$ cat src/krm_pkg.sv
// Shared types, constants and codes for the keystroke rate meter.
`default_nettype none

package krm_pkg;

    // Ring depth default and fixed field widths
    localparam int RING_DEPTH_DEF = 64;
    localparam int TIME_W         = 32;
    localparam int WINDOW_W       = 16;
    localparam int MULT_W         = 4;
    localparam int RATE_W         = 8;
    localparam int SUM_W          = 32;
    localparam int TICK_W         = 16;
    localparam int CFG_IDX_W      = 1;
    localparam int CFG_DATA_W     = 16;
    localparam int DIV_CNT_W      = $clog2(SUM_W);

    // Register reset values and limits
    localparam logic [WINDOW_W-1:0] WINDOW_RESET = 16'd2000;
    localparam logic [MULT_W-1:0]   MULT_RESET   = 4'd6;
    localparam logic [TICK_W-1:0]   TICK_LIMIT   = 16'hFFFE;
    localparam logic [RATE_W-1:0]   RATE_MAX     = 8'hFF;

    // Operation codes
    localparam logic [1:0] OP_PRESS   = 2'd0;
    localparam logic [1:0] OP_RELEASE = 2'd1;
    localparam logic [1:0] OP_TICK    = 2'd2;

    // Configuration register indexes
    localparam logic [CFG_IDX_W-1:0] CFG_WINDOW = 1'b0;
    localparam logic [CFG_IDX_W-1:0] CFG_MULT   = 1'b1;

    // Input request and result payloads
    typedef struct packed {
        logic [1:0]        operation;
        logic [TIME_W-1:0] time_ms;
    } t_in_item;

    typedef struct packed {
        logic [RATE_W-1:0] rate_now;
        logic [RATE_W-1:0] rate_average;
        logic [RATE_W-1:0] rate_peak;
    } t_out_item;

    // One stored press
    typedef struct packed {
        logic              valid;
        logic [TIME_W-1:0] time_ms;
    } t_entry;

    // Sequencer states
    typedef enum logic [2:0] {
        ST_IDLE,
        ST_SCAN,
        ST_RATE,
        ST_ACC,
        ST_DIV,
        ST_OUT
    } t_state;

endpackage

`default_nettype wire

$ cat src/krm_cell.sv
// One press-time cell of the ring; loads its neighbor's entry on a shift.
`default_nettype none

module krm_cell
    import krm_pkg::*;
(
    input  wire logic   i_clk,
    input  wire logic   i_rst_n,
    input  wire logic   i_shift,
    input  wire t_entry i_entry,
    output t_entry      o_entry
);

    logic              r_valid;
    logic [TIME_W-1:0] r_time;

    // Valid bit is control state, cleared on reset
    always_ff @(posedge i_clk) begin
        if (!i_rst_n) begin
            r_valid <= 1'b0;
        end else if (i_shift) begin
            r_valid <= i_entry.valid;
        end
    end

    // Stored time, payload only
    always_ff @(posedge i_clk) begin
        if (i_shift) begin
            r_time <= i_entry.time_ms;
        end
    end

    assign o_entry.valid   = r_valid;
    assign o_entry.time_ms = r_time;

endmodule

`default_nettype wire

$ cat src/krm_div.sv
// Serial restoring divider: running sum over tick count, one quotient bit a cycle.
`default_nettype none

module krm_div
    import krm_pkg::*;
(
    input  wire logic              i_clk,
    input  wire logic              i_rst_n,
    input  wire logic              i_start,
    input  wire logic [SUM_W-1:0]  i_dividend,
    input  wire logic [TICK_W-1:0] i_divisor,
    output logic                   o_done,
    output logic [SUM_W-1:0]       o_quotient
);

    logic                 r_busy;
    logic                 r_done;
    logic [DIV_CNT_W-1:0] r_cnt;
    logic [SUM_W-1:0]     r_quo;
    logic [TICK_W:0]      r_rem;
    logic [TICK_W-1:0]    r_div;

    logic [TICK_W:0] trial;
    logic            fits;

    // Trial subtraction of the divisor from the shifted remainder
    assign trial = {r_rem[TICK_W-1:0], r_quo[SUM_W-1]};
    assign fits  = (trial >= {1'b0, r_div});

    // Step control
    always_ff @(posedge i_clk) begin
        if (!i_rst_n) begin
            r_busy <= 1'b0;
            r_done <= 1'b0;
            r_cnt  <= '0;
        end else begin
            r_done <= 1'b0;
            if (i_start) begin
                r_busy <= 1'b1;
                r_cnt  <= '0;
            end else if (r_busy) begin
                r_cnt <= r_cnt + 1'b1;
                if (r_cnt == DIV_CNT_W'(SUM_W - 1)) begin
                    r_busy <= 1'b0;
                    r_done <= 1'b1;
                end
            end
        end
    end

    // Datapath: dividend shifts out as quotient bits shift in
    always_ff @(posedge i_clk) begin
        if (i_start) begin
            r_quo <= i_dividend;
            r_rem <= '0;
            r_div <= i_divisor;
        end else if (r_busy) begin
            r_rem <= fits ? (trial - {1'b0, r_div}) : trial;
            r_quo <= {r_quo[SUM_W-2:0], fits};
        end
    end

    assign o_done     = r_done;
    assign o_quotient = r_quo;

endmodule

`default_nettype wire

$ cat src/keystroke_rate_meter.sv
// Top level of the keystroke rate meter: press ring, scan sequencer, statistics.
//
// Key presses enter a chain of RING_DEPTH cells at the head; the oldest press
// drops off the far end. A tick rotates the whole chain once past a single age
// comparator, scales and saturates the count, updates peak, sum and tick count,
// then runs a serial 32-by-16 division for the average and presents the result.
// No new request is taken until that result is in the output register. Releases
// and unused codes are taken and give no result. The result sits in an output
// register, so presses are taken while it waits. Configuration writes are taken
// at any time.
`default_nettype none

module keystroke_rate_meter
    import krm_pkg::*;
#(
    parameter int RING_DEPTH = RING_DEPTH_DEF
) (
    input  wire logic                  i_clk,
    input  wire logic                  i_rst_n,
    input  wire logic                  i_in_valid,
    output logic                       o_in_ready,
    input  wire t_in_item              i_in_data,
    output logic                       o_out_valid,
    input  wire logic                  i_out_ready,
    output t_out_item                  o_out_data,
    input  wire logic                  i_cfg_valid,
    output logic                       o_cfg_ready,
    input  wire logic [CFG_IDX_W-1:0]  i_cfg_index,
    input  wire logic [CFG_DATA_W-1:0] i_cfg_data
);

    localparam int SCAN_W = (RING_DEPTH > 1) ? $clog2(RING_DEPTH) : 1;
    localparam int HIT_W  = $clog2(RING_DEPTH + 1);
    localparam int PROD_W = HIT_W + MULT_W;

    t_state r_state, n_state;

    logic [WINDOW_W-1:0] r_window;
    logic [MULT_W-1:0]   r_mult;
    logic [TIME_W-1:0]   r_now;
    logic [SCAN_W-1:0]   r_scan;
    logic [HIT_W-1:0]    r_hits;
    logic [RATE_W-1:0]   r_rate;
    logic [RATE_W-1:0]   r_peak;
    logic [SUM_W-1:0]    r_sum;
    logic [TICK_W-1:0]   r_ticks;
    logic                r_out_valid;
    t_out_item           r_out_data;

    t_entry cell_out [RING_DEPTH];
    t_entry cell_in  [RING_DEPTH];

    logic in_accept, press_in, tick_in;
    logic ring_shift, scanning, div_start, out_load, out_free;
    logic scan_last, hit;
    logic [TIME_W-1:0]  age;
    logic [PROD_W-1:0]  product;
    logic [RATE_W-1:0]  rate_sat;
    logic [RATE_W-1:0]  avg_sat;
    logic [SUM_W-1:0]   n_sum;
    logic [TICK_W-1:0]  n_ticks;
    logic               div_done;
    logic [SUM_W-1:0]   quotient;

    // Request decode
    assign in_accept = i_in_valid && o_in_ready;
    assign press_in  = in_accept && (i_in_data.operation == OP_PRESS);
    assign tick_in   = in_accept && (i_in_data.operation == OP_TICK);
    assign out_free  = !r_out_valid || i_out_ready;
    assign scan_last = (r_scan == SCAN_W'(RING_DEPTH - 1));

    // Configuration registers
    assign o_cfg_ready = 1'b1;

    always_ff @(posedge i_clk) begin
        if (!i_rst_n) begin
            r_window <= WINDOW_RESET;
            r_mult   <= MULT_RESET;
        end else if (i_cfg_valid) begin
            unique case (i_cfg_index)
                CFG_WINDOW: r_window <= i_cfg_data;
                CFG_MULT:   r_mult   <= i_cfg_data[MULT_W-1:0];
                default:    ;
            endcase
        end
    end

    // Cell chain: a press enters at the head, a scan rotates the tail back in
    assign ring_shift = press_in || scanning;

    always_comb begin
        cell_in[0].valid   = press_in ? 1'b1 : cell_out[RING_DEPTH-1].valid;
        cell_in[0].time_ms = press_in ? i_in_data.time_ms : cell_out[RING_DEPTH-1].time_ms;
        for (int k = 1; k < RING_DEPTH; k++) begin
            cell_in[k] = cell_out[k-1];
        end
    end

    for (genvar g = 0; g < RING_DEPTH; g++) begin : g_cell
        krm_cell u_cell (
            .i_clk   (i_clk),
            .i_rst_n (i_rst_n),
            .i_shift (ring_shift),
            .i_entry (cell_in[g]),
            .o_entry (cell_out[g])
        );
    end

    // Age test at the chain tail
    assign age = r_now - cell_out[RING_DEPTH-1].time_ms;
    assign hit = cell_out[RING_DEPTH-1].valid && (age <= {{(TIME_W-WINDOW_W){1'b0}}, r_window});

    // Scale and saturate
    assign product  = r_hits * PROD_W'(r_mult);
    assign rate_sat = (product > PROD_W'(RATE_MAX)) ? RATE_MAX : product[RATE_W-1:0];

    // Running statistics next values
    assign n_sum   = r_sum + {{(SUM_W-RATE_W){1'b0}}, r_rate};
    assign n_ticks = (r_ticks != TICK_LIMIT) ? (r_ticks + 1'b1) : r_ticks;
    assign avg_sat = (|quotient[SUM_W-1:RATE_W]) ? RATE_MAX : quotient[RATE_W-1:0];

    // Next state
    always_comb begin
        n_state = r_state;
        unique case (r_state)
            ST_IDLE: if (tick_in) n_state = ST_SCAN;
            ST_SCAN: if (scan_last) n_state = ST_RATE;
            ST_RATE: n_state = ST_ACC;
            ST_ACC:  n_state = ST_DIV;
            ST_DIV:  if (div_done) n_state = ST_OUT;
            ST_OUT:  if (out_free) n_state = ST_IDLE;
            default: n_state = ST_IDLE;
        endcase
    end

    // State outputs
    always_comb begin
        o_in_ready = 1'b0;
        scanning   = 1'b0;
        div_start  = 1'b0;
        out_load   = 1'b0;
        unique case (r_state)
            ST_IDLE: o_in_ready = 1'b1;
            ST_SCAN: scanning   = 1'b1;
            ST_RATE: ;
            ST_ACC:  div_start  = 1'b1;
            ST_DIV:  ;
            ST_OUT:  out_load   = out_free;
            default: ;
        endcase
    end

    always_ff @(posedge i_clk) begin
        if (!i_rst_n) begin
            r_state <= ST_IDLE;
        end else begin
            r_state <= n_state;
        end
    end

    // Scan counters
    always_ff @(posedge i_clk) begin
        if (tick_in) begin
            r_now  <= i_in_data.time_ms;
            r_scan <= '0;
            r_hits <= '0;
        end else if (scanning) begin
            r_scan <= r_scan + 1'b1;
            r_hits <= r_hits + HIT_W'(hit);
        end
    end

    // Rate register
    always_ff @(posedge i_clk) begin
        if (r_state == ST_RATE) begin
            r_rate <= rate_sat;
        end
    end

    // Peak, sum and tick count
    always_ff @(posedge i_clk) begin
        if (!i_rst_n) begin
            r_peak  <= '0;
            r_sum   <= '0;
            r_ticks <= '0;
        end else if (div_start) begin
            if (r_rate > r_peak) begin
                r_peak <= r_rate;
            end
            r_sum   <= n_sum;
            r_ticks <= n_ticks;
        end
    end

    // Average divider
    krm_div u_div (
        .i_clk      (i_clk),
        .i_rst_n    (i_rst_n),
        .i_start    (div_start),
        .i_dividend (n_sum),
        .i_divisor  (n_ticks),
        .o_done     (div_done),
        .o_quotient (quotient)
    );

    // Output register
    always_ff @(posedge i_clk) begin
        if (!i_rst_n) begin
            r_out_valid <= 1'b0;
        end else if (out_load) begin
            r_out_valid <= 1'b1;
        end else if (i_out_ready) begin
            r_out_valid <= 1'b0;
        end
    end

    always_ff @(posedge i_clk) begin
        if (out_load) begin
            r_out_data.rate_now     <= r_rate;
            r_out_data.rate_average <= avg_sat;
            r_out_data.rate_peak    <= r_peak;
        end
    end

    assign o_out_valid = r_out_valid;
    assign o_out_data  = r_out_data;

endmodule

`default_nettype wire

$ cat config.mk
export PLATFORM = sky130hd
export DESIGN_NAME = keystroke_rate_meter
export DESIGN_NICKNAME = d
export VERILOG_FILES = /design/src/krm_pkg.sv /design/src/krm_cell.sv /design/src/krm_div.sv /design/src/keystroke_rate_meter.sv
export SDC_FILE = /design/constraint.sdc
export NUM_CORES = 2
export LEC_CHECK = 0
export BUFFER_PORTS_ARGS = -buffer_cell sky130_fd_sc_hd__buf_2
export CAP_MARGIN = 20
export CORE_MARGIN = 2
export CORE_UTILIZATION = 56
export DETAILED_ROUTE_END_ITERATION = 6
export PLACE_DENSITY = 0.75
export SYNTH_ARGS = -nofsm -noshare
export SYNTH_HDL_FRONTEND = slang
export SYNTH_HIERARCHICAL = 1
export SYNTH_SLANG_ARGS = --single-unit
$ cat constraint.sdc
create_clock -name i_clk -period 29.2 [get_ports i_clk]
set_input_delay 2.92 -clock i_clk [delete_from_list [all_inputs] [get_ports i_clk]]
set_output_delay 2.92 -clock i_clk [all_outputs]
set_load 0.005 [all_outputs]
======== Yosys cells after proc, flatten, opt, wreduce, memory -nomap -nowiden ========
Index checks and enable logic that the tools add are counted.
word-level totals
  bits of input ports ..................... 56
  word-level logic and storage cells ...... 215
  output and inout bits ................... 27
  register bits after elaboration ......... 2340
operators by class
  bitwise gates (word level) .............. 3
  $mul .................................... 1
  magnitude comparators ................... 4
  reduce and logical (&&, ||, !) cells .... 18
  $add $sub $neg .......................... 7
  equal/unequal tests ..................... 13
  muxes and demuxes ....................... 21
operators with widths
  kind                                                  number
  2-to-1 mux 32 bit                                     3
  adder 32 x 8 -> 32 bit                                1
  <= comparator 32 x 16 -> 1 bit                        1
  2-to-1 mux 16 bit                                     2
  subtractor 32 bit                                     1
  OR reduction 24 bit                                   1
  one-hot mux 3 bit (6 select lines)                    1
  greater-or-equal comparator 17 x 16 -> 1 bit          1
  adder 16 x 1 -> 16 bit (second input constant)        1
  != test 16 bit (second input constant)                1
  subtractor 16 bit                                     1
  2-to-1 mux 3 bit                                      4
  > comparator 11 x 8 -> 1 bit (second input constant)  1
  multiplier 7 x 4 -> 11 bit                            1
  2-to-1 mux 1 bit                                      11
  > comparator 8 bit                                    1
  adder 7 x 1 -> 7 bit                                  1
  adder 6 x 1 -> 6 bit (second input constant)          1
  equality test 3 x 2 -> 1 bit (second input constant)  2
  equality test 3 bit (second input constant)           2
  equality test 6 bit (second input constant)           1
  != test 2 bit (second input constant)                 3
  AND reduction 2 bit                                   3
  adder 5 x 1 -> 5 bit (second input constant)          1
  other kinds (14)                                      21

======== Logic depth before layout (Yosys ltp) ========
  depth in word-level cells ............... 6
  gate-level depth with buffers ........... 24

======== By module ========
Netlist, hierarchy kept.
modules (own cells, without submodules)
  module                area an instance (um2)  times used  seq. area each (um2)  cells each
  krm_cell              1004.7                  64          980.9                 36
  keystroke_rate_meter  10538.9                 1           3783.6                1213
  krm_div               3771.1                  1           1901.8                341

======== Least setup slack after synthesis ========
Ideal clock, no wire load.
  kind .................................... input to register
  from .................................... input i_in_data[33] in the netlist's numbering
  to ...................................... register g_cell[0].u_cell.r_valid
  arrival ................................. 30.531 ns
  setup slack ............................. -1.473 ns
  library setup time ...................... 0.142 ns
  stages on the path ...................... 5
  path through ............................ nor4bb_1 -> clkbuf_1 -> or2_2 -> mux2i_1 -> nor2b_1
between the ends
  cells in the longest elaborated chain, start to end .. 3
  elaborated cells between the ends (all ways) .. 4
  those cells by class .................... mux (1); reduce/logical (3)
ends and longest elaborated chain
  element               RTL line                    source
  from (decl)           keystroke_rate_meter.sv:22  input wire t_in_item i_in_data,
  zero test 2 bit       keystroke_rate_meter.sv:67  assign press_in = in_accept && (i_in_data.operation == OP_PRESS);
  logical AND 1 bit     keystroke_rate_meter.sv:67
  logical OR 1 bit      keystroke_rate_meter.sv:89  assign ring_shift = press_in || scanning;
  net ring_shift        keystroke_rate_meter.sv:54  logic ring_shift, scanning, div_start, out_load, out_free;
  to (signal assigned)  krm_cell.sv:22              r_valid <= i_entry.valid;
  to (decl)             krm_cell.sv:14              logic r_valid;
The timed path passes the listed nets, and every way through them passes these cells.
A chain may end at the register's enable or synchronous reset.

======== Worst setup path in the final report ========
  from .................................... input i_in_data[33] in the netlist's numbering
  to ...................................... register g_cell[31].u_cell.r_time[23] (enable)
between the ends
  cells in the longest elaborated chain, start to end .. 3
ends and longest elaborated chain
  element               RTL line                    source
  zero test 2 bit       keystroke_rate_meter.sv:67
  logical AND 1 bit     keystroke_rate_meter.sv:67
  logical OR 1 bit      keystroke_rate_meter.sv:89
  net ring_shift        keystroke_rate_meter.sv:54
  to (signal assigned)  krm_cell.sv:29              r_time <= i_entry.time_ms;
  to (decl)             krm_cell.sv:15              logic [TIME_W-1:0] r_time;
The timed path passes the listed nets, and every way through them passes these cells.

==> results.toml <==
[yosys]
async_flop_share_pct = 0
synthTopCellsByArea = "edfxtp_1 (83%), dfxtp_1 (4.6%), ha_1 (1.6%), mux2i_1 (0.99%), nand2_1 (0.93%)"
syn-cell-area_mm2 = 0.0786
synth-main-ff-cell = "edfxtp_1"
syn_inst = 3858
synth.top_cells.by_count = "edfxtp_1 (2,160), nand2_1 (195), dfxtp_1 (180)"
synth_nets = 4028
synth_seq_cells = 2340
synth.most_common_cell = "edfxtp_1"
yosysTopAreaCellShare_pct = 82.5
syn_avg_cell_area_um2 = 20.4
yosysTopAreaCell = "edfxtp_1"
synth_edf_count = 2160
synth_cell_types = 81
yosysWarnings = 6
ys_seq_area_share_pct = 87.1

[power_and_ir_drop]
peakVddDrop_mv = 0.0766
powerDensity_mw_per_mm2 = 78.4
p_leak_nw = 28.1

[final_layout]
syn2layout_area_growth_pct = 12.0
final_layout_size_suffix_gt1_share_pct = 11.7
fillers = 9092
fin_cells = 6112
postLayoutCellArea_mm2 = 0.0880
finalNetCount = 4219

[clocking]
cts.sinks = 2340
cts_setup_buffers = 0
hold_buffers = 0
cts_tree = "built"
htreeDepth = 4
cts_made_buffers = 210
ctsResizeCount = 0
cts_max_path_buffers = 3
clk_pin_slew_ps = 70
cts_root_buffer = "clkbuf_16"
clock_latency_ps = 820

[sta]
fin_skew_ps = 37.0
fmax_mhz = 123
worst_slew_pin_slew_ps = 1160
hold_viol = 0
period_needed_ps = 8150
setup_viol = 0
max_slew_margin_pct = 22.4
finalCritPeriodShare_pct = 27.9
drv_slew = 0
rsz0062_at_grt = "no"
setup_tns_ps = 0
hold_slack_ps = 397

[worst_setup_path]
critPathKind = "input pin to flip-flop"
start_kind = "input pin"
critPathArrivalTime_ps = 8610
crit_path_max_fanout = 221
reg2regPathDepth = 8
r2r_end = "g_cell[31].u_cell/r_time[23]$_DFFE_PP_"
end_kind = "flip-flop"
crit_required_ps = 29660
r2r_start = "r_state[2]$_SDFFE_PN0P_"
ff2ff_setup_slack_ps = 22400

[status]
outcome = "finished, final reports clean"

[routing]
dr.pass1.iters = 6
vias = 32204
route.detailed.wl_per_inst_um = 20.1
ant_nets = 0
wirelength_um = 123000
vias_per_cell = 5.27
drcViolationCount = 0
drtIter0Drc = 3205

[floorplan]
num_rows = 137
ios = 83
die_h_um = 379
die_area_mm2 = 0.143
start_util_pct = 56.4
die_x_um = 379
core_mm2 = 0.139

[global_route]
grt.total_usage_pct = 17.2
grt_pass1_wl_um = 185000
grt_pass1_vias = 31944
grt_max_degree = 222
grt_overflow = 0
antenna_found_initial = 30

[placed_design]
gp_congestion = 0.821
dp_hpwl_um = 61600
dp_cells = 5709
place_area_mm2 = 0.0809
io_buffers = 81

[flow_run]
cap_violations = 0

[worst_hold_path]
min_path_type = "flip-flop to flip-flop"
hold_path_startpoint = "g_cell[13].u_cell/r_time[14]$_DFFE_PP_"
holdPathEnd = "g_cell[14].u_cell/r_time[14]$_DFFE_PP_"
whs_path_depth = 0
area by class of cell:
class                      instances  area (µm²)  share of cell area (%)
clock buffer                     255        5520                    6.27
antenna                            4        10.0                  0.0114
tap                             1876        2350                    2.67
inverter                         118         443                   0.503
timing repair buffer             109         746                   0.847
sequential                      2340       68500                    77.8
multi-input combinational       1270        8980                    10.2
clock inverter                   140        1520                    1.73
kinds of logic (layout without fill, tap and decap cells):
kind of cell	Yosys count	in the layout	synth area share, %
buffers and inverters	248	622	1.53
flip-flops	2340	2340	87.1
AO/OA/AOI/OAI	307	307	2.57
AND/OR/NAND/NOR	617	617	4.04
other	1	5	0.00477
multiplexers	116	116	1.54
adder cells (fa/ha/maj)	114	114	1.94
XOR/XNOR	115	115	1.28
per-stage QoR:
step                util [%]  setup WS (ps)  power [mW]
CTS                     63.1          21100        6.97
finish                  63.2          21050        6.90
floorplan                  -           9620        4.24
global route            63.2          20610        7.11
detailed placement      58.1          20110        4.15
global placement        58.1          20270        4.14
critical path, stage by stage:
cell and delay [ps]:
buf_2 120, nor4bb_4 330, buf_4 560, or2_4 820, buf_12 790, buf_12 810, buf_4 900, buf_4 930
sequential cells by signal (all words and copies together) (netlist names):
signal                 count
g_cell.u_cell/r_time    2048
g_cell.u_cell/r_valid     64
r_now                     32
r_sum                     32
u_div/o_quotient          32
o_out_data                24
r_ticks                   16
r_window                  16
u_div/r_div               16
u_div/r_rem               16
r_peak                     8
r_rate                     8
r_hits                     7
r_scan                     6
u_div/r_cnt                5
r_mult                     4
r_state                    3
o_out_valid                1
u_div/o_done               1
u_div/r_busy               1
layout by cell type (no fill, tap or decap), types with 50 or more instances in the layout:
cell,synthesis,layout
a21oi_1,77,77
buf_2,5,80
clkbuf_16,0,213
dfxtp_1,180,180
edfxtp_1,2160,2160
ha_1,101,101
inv_1,118,117
mux2i_1,78,78
nand2_1,195,195
nor2_1,87,86
nor2b_1,89,88
o21ai_0,80,79
xnor2_1,65,65
xor2_1,50,50
power breakdown:
part           internal (mW)  switching (mW)  leakage, nW  total (mW)
registers               3.87          0.0540         20.0        3.92
logic                 0.0292           0.134         4.66       0.163
clock network           1.59            1.22         3.42        2.81
total                   5.49            1.41         28.1        6.90
routing by layer:
layer,routed length [µm],vias up,track usage [%]
met5,40,-,0
met4,2750,6,5.82
met3,7470,229,3.67
met2,55700,799,25.4
met1,56600,16116,25.7
li1,-,15054,-
worst max path at each step:
stage | from | end | cells past startpoint
after detailed placement | i_in_data[33] | g_cell[28].u_cell/r_time[23]$_DFFE_PP_ | 8
after global routing | i_in_data[33] | g_cell[28].u_cell/r_time[23]$_DFFE_PP_ | 8
after floorplan | i_in_data[33] | g_cell[0].u_cell/r_valid$_SDFFE_PN0P_ | 5
final | i_in_data[33] | g_cell[31].u_cell/r_time[23]$_DFFE_PP_ | 8
after global placement | i_in_data[33] | g_cell[28].u_cell/r_time[23]$_DFFE_PP_ | 8
after CTS | i_in_data[33] | g_cell[31].u_cell/r_time[23]$_DFFE_PP_ | 8
(Power assumes the default switching activity.)
